$ cat config.mk
export PLATFORM = sky130hd
export DESIGN_NAME = mpm_mulmod
export DESIGN_NICKNAME = d
export VERILOG_FILES = /design/src/hdl/assert_macros.svh /design/src/hdl/mpm_pkg.sv /design/src/hdl/mpm_mulmod.sv
export SDC_FILE = /design/constraint.sdc
export NUM_CORES = 2
export LEC_CHECK = 0
export BUFFER_PORTS_ARGS = -buffer_cell sky130_fd_sc_hd__buf_2
export CORE_MARGIN = 2
export CORE_UTILIZATION = 50
export DETAILED_ROUTE_END_ITERATION = 10
export GPL_TIMING_DRIVEN = 0
export PLACE_DENSITY = 0.68
export SLEW_MARGIN = 15
export SYNTH_ARGS = -nofsm -noshare
export SYNTH_HDL_FRONTEND = slang
export SYNTH_SLANG_ARGS = --single-unit
export TNS_END_PERCENT = 30
$ cat constraint.sdc
create_clock -name clk -period 6.8 [get_ports clk]
set_input_delay 1.02 -clock clk [delete_from_list [all_inputs] [get_ports clk]]
set_output_delay 1.02 -clock clk [all_outputs]
set_load 0.005 [all_outputs]
$ cat src/hdl/assert_macros.svh
// ----------------------------------------------------------------------------
// Assertion macros
// Clocked assertion shorthands; they expect clk and rst_n in scope.
// ----------------------------------------------------------------------------
`ifndef ASSERT_MACROS_SVH
`define ASSERT_MACROS_SVH

// Condition holds at every clock edge out of reset.
`define MPM_ASSERT(label, cond, msg) \
  label: assert property (@(posedge clk) disable iff (!rst_n) (cond)) else $error(msg);

// Consequent holds in the same cycle as the antecedent.
`define MPM_ASSERT_IMPL(label, ante, cons, msg) \
  label: assert property (@(posedge clk) disable iff (!rst_n) (ante) |-> (cons)) else $error(msg);

`endif

$ cat src/hdl/mpm_pkg.sv
// ----------------------------------------------------------------------------
// mpm_pkg
// Constants, types and the control store for the 2x2 modular matrix power.
// ----------------------------------------------------------------------------
package mpm_pkg;

  localparam int ENTRY_W       = 30;
  localparam int EXP_IN_W      = 32;
  localparam int EXP_BITS_DFLT = 32;
  localparam int CFG_IDX_W     = 3;
  localparam int STEP_W        = 5;

  localparam logic [ENTRY_W-1:0] MOD_PRIME = 30'd1000000007;
  // floor(2^60 / P) for Barrett reduction of a 60-bit product
  localparam logic [30:0] BARRETT_MU = 31'((64'd1 << 60) / 64'(MOD_PRIME));
  localparam logic [31:0] TWO_PRIME  = 32'({2'b00, MOD_PRIME} << 1);

  // configuration register indexes
  localparam logic [CFG_IDX_W-1:0] REG_ENTRY_00 = 3'd0;
  localparam logic [CFG_IDX_W-1:0] REG_ENTRY_01 = 3'd1;
  localparam logic [CFG_IDX_W-1:0] REG_ENTRY_10 = 3'd2;
  localparam logic [CFG_IDX_W-1:0] REG_ENTRY_11 = 3'd3;

  // row-major: [0]=00, [1]=01, [2]=10, [3]=11
  typedef logic [3:0][ENTRY_W-1:0] mat_t;

  localparam mat_t IDENTITY  = '{30'd1, 30'd0, 30'd0, 30'd1};
  localparam mat_t CFG_RESET = '{30'd2, 30'd3, 30'd1, 30'd0};

  // which matrix a product belongs to
  localparam logic BANK_ACC = 1'b0;
  localparam logic BANK_SQ  = 1'b1;

  // micro-operations
  localparam logic [2:0] OP_JZ     = 3'd0;  // jump when exponent is exhausted
  localparam logic [2:0] OP_JBC    = 3'd1;  // jump when low exponent bit is clear
  localparam logic [2:0] OP_ISSUE  = 3'd2;  // push one product into the multiplier
  localparam logic [2:0] OP_WAIT   = 3'd3;  // hold until the multiplier drains
  localparam logic [2:0] OP_COMMIT = 3'd4;  // take new matrices, shift exponent, jump
  localparam logic [2:0] OP_DONE   = 3'd5;  // hand the result to the output register

  localparam logic [STEP_W-1:0] STEP_START       = 5'd0;
  localparam logic [STEP_W-1:0] STEP_TEST_BIT    = 5'd1;
  localparam logic [STEP_W-1:0] STEP_ISSUE_FIRST = 5'd2;
  localparam logic [STEP_W-1:0] STEP_SQ_FIRST    = 5'd10;
  localparam logic [STEP_W-1:0] STEP_ISSUE_LAST  = 5'd17;
  localparam logic [STEP_W-1:0] STEP_WAIT        = 5'd18;
  localparam logic [STEP_W-1:0] STEP_COMMIT      = 5'd19;
  localparam logic [STEP_W-1:0] STEP_DONE        = 5'd20;

  typedef struct packed {
    logic [2:0]        op;
    logic              bank;
    logic [1:0]        ent;
    logic              second;
    logic [STEP_W-1:0] target;
  } ucode_t;

  // tag that travels with each product through the multiplier
  typedef struct packed {
    logic       vld;
    logic       bank;
    logic [1:0] ent;
    logic       second;
  } tag_t;

  function automatic logic [ENTRY_W-1:0] reduce_entry(input logic [ENTRY_W-1:0] v);
    return (v >= MOD_PRIME) ? ENTRY_W'(v - MOD_PRIME) : v;
  endfunction

  // Program: per exponent bit, optionally acc*sq, always sq*sq, then commit.
  function automatic ucode_t ucode_rom(input logic [STEP_W-1:0] addr);
    ucode_t            w;
    logic [STEP_W-1:0] k;
    w = '{op: OP_DONE, bank: BANK_ACC, ent: 2'd0, second: 1'b0, target: STEP_START};
    k = addr - STEP_ISSUE_FIRST;
    case (addr)
      STEP_START: begin
        w.op     = OP_JZ;
        w.target = STEP_DONE;
      end
      STEP_TEST_BIT: begin
        w.op     = OP_JBC;
        w.target = STEP_SQ_FIRST;
      end
      STEP_WAIT: begin
        w.op = OP_WAIT;
      end
      STEP_COMMIT: begin
        w.op     = OP_COMMIT;
        w.target = STEP_START;
      end
      STEP_DONE: begin
        w.op = OP_DONE;
      end
      default: begin
        if (addr inside {[STEP_ISSUE_FIRST:STEP_ISSUE_LAST]}) begin
          // two products per entry, back to back, first then second
          w.op     = OP_ISSUE;
          w.bank   = k[3];
          w.ent    = k[2:1];
          w.second = k[0];
        end
      end
    endcase
    return w;
  endfunction

endpackage

$ cat src/hdl/mpm_mulmod.sv
// ----------------------------------------------------------------------------
// mpm_mulmod
// Six-stage pipelined a*b mod P with Barrett reduction; one product per cycle.
// ----------------------------------------------------------------------------
module mpm_mulmod (
  input  logic                         clk,
  input  logic                         rst_n,
  input  mpm_pkg::tag_t                issue_tag,
  input  logic [mpm_pkg::ENTRY_W-1:0]  op_a,
  input  logic [mpm_pkg::ENTRY_W-1:0]  op_b,
  output mpm_pkg::tag_t                res_tag,
  output logic [mpm_pkg::ENTRY_W-1:0]  res,
  output logic                         busy
);

  localparam int NSTAGE = 6;

  mpm_pkg::tag_t                tag_r [NSTAGE];
  logic [mpm_pkg::ENTRY_W-1:0]  op_a_r, op_b_r;
  logic [59:0]                  prod_r;
  logic [61:0]                  q2;
  logic [30:0]                  q3_r;
  logic [31:0]                  plo2_r, plo3_r;
  logic [60:0]                  qp_full;
  logic [31:0]                  qp_r;
  logic [31:0]                  diff_r;
  logic [mpm_pkg::ENTRY_W-1:0]  red_nxt, red_r;
  logic [NSTAGE-1:0]            vld_vec;

  // quotient estimate from the top 31 bits of the product
  assign q2      = prod_r[59:29] * mpm_pkg::BARRETT_MU;
  assign qp_full = q3_r * mpm_pkg::MOD_PRIME;

  // remainder is below 3P, so at most two subtractions
  always_comb begin
    if (diff_r >= mpm_pkg::TWO_PRIME) begin
      red_nxt = mpm_pkg::ENTRY_W'(diff_r - mpm_pkg::TWO_PRIME);
    end else if (diff_r >= {2'b00, mpm_pkg::MOD_PRIME}) begin
      red_nxt = mpm_pkg::ENTRY_W'(diff_r - {2'b00, mpm_pkg::MOD_PRIME});
    end else begin
      red_nxt = mpm_pkg::ENTRY_W'(diff_r);
    end
  end

  always_ff @(posedge clk) begin
    op_a_r <= op_a;
    op_b_r <= op_b;
    prod_r <= op_a_r * op_b_r;
    q3_r   <= q2[61:31];
    plo2_r <= prod_r[31:0];
    qp_r   <= qp_full[31:0];
    plo3_r <= plo2_r;
    diff_r <= plo3_r - qp_r;
    red_r  <= red_nxt;
  end

  always_ff @(posedge clk) begin
    if (!rst_n) begin
      for (int i = 0; i < NSTAGE; i++) begin
        tag_r[i] <= '0;
      end
    end else begin
      tag_r[0] <= issue_tag;
      for (int i = 1; i < NSTAGE; i++) begin
        tag_r[i] <= tag_r[i-1];
      end
    end
  end

  always_comb begin
    for (int i = 0; i < NSTAGE; i++) begin
      vld_vec[i] = tag_r[i].vld;
    end
  end

  assign busy    = |vld_vec;
  assign res_tag = tag_r[NSTAGE-1];
  assign res     = red_r;

endmodule

# After elaboration in Yosys (flattened, before gate mapping)
# Memories as Yosys holds them, arrays and structs flattened.
# Index checks and enable logic that the tools add are counted.
[word_totals]
reg_bits = 309
in_bits = 67
wordCells = 35
ram_bits = 30
output_inout_bits = 36
mem_count = 1
[op_classes]
order_cmp = 2
n_reduce_logical = 1
mul = 3
n_addsub = 3
bitwise_logic = 6
n_mux = 10
[memory_table]
columns = ["memory", "depth", "width", "read_ports", "rd_clocked_by_memory_dff", "write_ports", "line", "text"]
rows = [
  ["tag_r", 6, 5, 6, 0, 6, "mpm_mulmod.sv:18", "mpm_pkg::tag_t tag_r [NSTAGE];"],
]
[ops]
columns = ["cell", "count"]
rows = [
  ["30-bit by 30-bit multiplier with 60-bit output", 1],
  ["30-bit 2-to-1 mux", 2],
  ["30-bit subtractor, second input constant", 2],
  ["31-bit by 28-bit multiplier with 59-bit output, second input constant", 1],
  ["32-bit by 30-bit >= comparator with 1-bit output, second input constant", 1],
  ["32-bit by 31-bit >= comparator with 1-bit output, second input constant", 1],
  ["31-bit by 30-bit multiplier with 32-bit output, second input constant", 1],
  ["32-bit subtractor", 1],
  ["5-bit 2-to-1 mux", 6],
  ["1-bit bitwise OR", 6],
  ["6-bit OR reduction", 1],
  ["1-bit 2-to-1 mux", 2],
]

# Depth between registers and ports, before layout
[depth]
depth_word = 3
mapped_depth = 29
mapped_depth_nobuf = 28

# Worst setup path after synthesis
# No wires, ideal clock.
[synth_path]
path_type = "register to register"
from = "reg op_a_r[28] (netlist name)"
to = "reg prod_r[57]"
required_ns = 6.728
arrival_ns = 7.094
synth_period_minus_slack_ns = 7.166
setup_time_ns = 0.072
path_stages_with_launch = 26
n_path_buf = 1
setup_slack_ns = -0.366
path_cell_list = "dfxtp_1 > clkbuf_1 > nand2_1 > fa_1 > inv_1 > fa_1 > fa_1 > inv_1 > fa_1 > inv_1 > fa_1 > fa_1 > fa_1 > inv_1 > fa_1 > inv_1 > ha_1 > nand4_1 > or3_1 > or2_2 > a2111oi_0 > o21bai_1 > a21oi_1 > nor4_1 > o31ai_1 > xor2_1"
[synth_between]
elab_chain_cells = 1
[synth_rtl]
columns = ["element", "line", "text"]
rows = [
  ["from (decl)", "mpm_mulmod.sv:19", "logic [mpm_pkg::ENTRY_W-1:0] op_a_r, op_b_r;"],
  ["from (signal assigned)", "mpm_mulmod.sv:46", "op_a_r <= op_a;"],
  ["30-bit by 30-bit multiplier with 60-bit output", "mpm_mulmod.sv:48", "prod_r <= op_a_r * op_b_r;"],
  ["to (signal assigned)", "mpm_mulmod.sv:48", ""],
  ["to (decl)", "mpm_mulmod.sv:20", "logic [59:0] prod_r;"],
]
# Every way passes these cells.

# Final worst setup path
[layout_path]
from = "reg op_a_r[11] (netlist name)"
to = "reg prod_r[53]"
# Same word-level chain as after synthesis.

==> flow_summary.json <==
{
  "outcome": "finished, violations left",
  "violations": "setup timing",
  "cts.root.buffer_cell": "clkbuf_16",
  "synth_ff_type": "dfxtp_1",
  "synth_area_um2": 59200,
  "pin_count": 103,
  "initial_utilization_pct": 50.3,
  "grt_overflow": 0,
  "die_w_um": 348,
  "post-dp-hpwl_um": 136000,
  "htree_levels": 2,
  "clock_latency_ns": 0.65,
  "synthAdderAreaFrac_pct": 58.2,
  "synth_area_leaders": "fa_1, ha_1, dfxtp_1, inv_1, and2_1",
  "hold_class": "reg2reg",
  "route.detailed.drc": 0,
  "synth-edff-count": 0,
  "synth-compound-area-share_pct": 5.29,
  "antenna_found_initial": 9,
  "layout_common_cells": "inv_1, fa_1, ha_1",
  "grt_first_pass_wirelength_um": 261000,
  "cp-end-kind": "flip-flop",
  "syn_inst": 6042,
  "wirelength_um": 171000,
  "dp_slack_ns": -1.62,
  "async_reset_ff_share_pct": 0,
  "num_rows": 126,
  "fin_skew_ns": 0.0811,
  "ant_nets": 0,
  "worstPathArrival_ns": 7.98,
  "ys_ff_latch": 339,
  "yosysSeqAreaShare_pct": 11.5,
  "wire_per_inst_um": 21.6,
  "final_common_cell": "inv_1",
  "cp_common_cell": "fa_1",
  "yosysTopAreaCell": "fa_1",
  "rsz0062_at_grt": "true",
  "slew_headroom_pct": 35.9,
  "dp_cells": 7679,
  "final_cells": 7883,
  "avgSynthCellArea_um2": 9.80,
  "synth_top_area_share_pct": 41.4,
  "period_share_pct": 109,
  "yosys.area_share.simple_pct": 11.3,
  "hold_viol_final": 0,
  "grt_util_all_layers_pct": 28.7,
  "synth_mux_area_share_pct": 0.0845,
  "die_area_um2": 121000,
  "io_buffers": 101,
  "crit_path_max_incr_delay_ns": 0.59,
  "num-nets-final": 8401,
  "synth_cell_types": 72,
  "crit_fanout": 6,
  "die_h_um": 348,
  "worst_pin_slew_ns": 0.960,
  "worst_slack_ns": -0.634,
  "fin_setup_tns_ns": -12.98,
  "critPathKind": "reg2reg",
  "synthXorXnorAreaFrac_pct": 2.87,
  "drive_gt1_share_pct": 11.5,
  "dr.pass1.iters": 5,
  "cts.sinks": 339,
  "setup_viol": 39,
  "via_per_inst": 5.37,
  "cap_violations": 0,
  "cts-buffers-inserted": 39,
  "area_delta_synth_final_pct": 12.6,
  "drt_iter0_drc": 2996,
  "final.min_clock_period_ns": 7.43,
  "vias": 42300,
  "core_area_um2": 118000,
  "cts_hold_buf": 0,
  "cp-start-kind": "flip-flop",
  "cts_tree": "yes",
  "cp.required_ns": 7.34,
  "critPathSlowestCell": "fa_2",
  "max_freq_mhz": 135,
  "slew_violations": 0,
  "clkTransAtPathRegs_ns": 0.06,
  "gp_congestion": 0.994,
  "synth_nets": 8129,
  "synth_top_family_by_area": "adder cells",
  "grt_max_degree": 15,
  "cts_buffer_depth": 3,
  "yosysWarnings": 0,
  "first_global_vias": 44700
}
==> metrics by stage <==
step / hold WS [ns] / util [%] / area, µm²
6_report: 0.304 / 56.6 / 66700
5_1_grt: 0.317 / 56.6 / 66700
4_1_cts: 0.310 / 55.6 / 65500
3_5_place_dp: 0.312 / 52.5 / 61800
3_3_place_gp: 0.311 / 52.5 / 61800
2_1_floorplan: 0.310 / - / 59400
==> sequential cells by signal (all words and copies together), names as in the netlist <==
| register | count |
|---|---|
| op_b_r | 30 |
| diff_r | 32 |
| prod_r | 60 |
| qp_r | 32 |
| op_a_r | 30 |
| plo2_r | 32 |
| tag_r | 30 |
| q3_r | 31 |
| plo3_r | 32 |
| res | 30 |
==> layer usage <==
layer | global-route usage (%) | vias to the layer above | share of wire (%)
li1 | - | 18700 | -
met1 | 37.5 | 21200 | 40
met2 | 44.7 | 1886 | 44
met3 | 6.52 | 469 | 9.0
met4 | 14.5 | 6 | 6.7
met5 | 0.160 | - | 0.022
==> what timing repair did <==
item,CTS,global route
gates cloned,1,1
hold endpoints to repair,0,0
pin swaps,55,88
resized for setup,543,258
setup buffers,70,64
setup endpoints to repair,69,56
==> cell usage after synthesis, types with 7 or more instances <==
cell type  number
a211o_1         7
a211oi_1       13
a21boi_0        7
a21o_1         80
a21oi_1       150
a31oi_1        22
and2_1        551
and3_1         24
clkbuf_1      207
dfxtp_1       339
fa_1         1224
ha_1          796
inv_1        1489
nand2_1       469
nand2b_1       19
nand3_1        39
nand4_1        23
nor2_1         84
nor2b_1        18
nor3_1         33
nor4_1          8
o211ai_1       10
o21a_1         22
o21ai_0        80
o21bai_1       15
o31ai_1        11
xnor2_1       144
xor2_1         50
==> logic make-up after synthesis <==
| logic type | after synthesis |
|---|---|
| muxes | 5 |
| buffers and inverters | 1705 |
| DFF | 339 |
| AOI/OAI and AO/OA | 482 |
| adders and majority gates | 2020 |
| xor gates and xnor gates | 194 |
| and+or+nand+nor | 1297 |
==> layout make-up <==
class / instances / area (µm²)
Multi-Input combinational cell: 3998 / 46900
Sequential cell: 339 / 6960
Fill cell: 10100 / 51100
Clock buffer: 49 / 1080
Inverter: 1489 / 5590
Buffer: 211 / 2310
Antenna cell: 6 / 15.0
Tap cell: 1536 / 1920
Timing Repair Buffer: 236 / 1630
Clock inverter: 19 / 263
==> final timing paths <==
| check | startpoint | to | slack (ns) | cells after the start |
|---|---|---|---|---|
| worst max-delay path | op_a_r[11]$_DFF_P_ | prod_r[53]$_DFF_P_ | -0.63 | 27 |
| worst max register to register | op_a_r[11]$_DFF_P_ | prod_r[53]$_DFF_P_ | -0.63 | 27 |
| worst min-delay path | plo2_r[8]$_DFF_P_ | plo3_r[8]$_DFF_P_ | 0.30 | 0 |
| worst min register to register | plo2_r[8]$_DFF_P_ | plo3_r[8]$_DFF_P_ | 0.30 | 0 |
==> critical path: cells and delay by family, from the launching register on <==
family | cells | cell delay, ns
xor+xnor | 1 | 0.12
compound gates | 8 | 1.22
buf+inv | 7 | 0.76
simple gates | 2 | 0.57
flops | 1 | 0.37
fa+ha+maj | 9 | 4.27
Power is not shown: default switching activity piles up to over one toggle a cycle in this logic, so the estimate is an artifact.
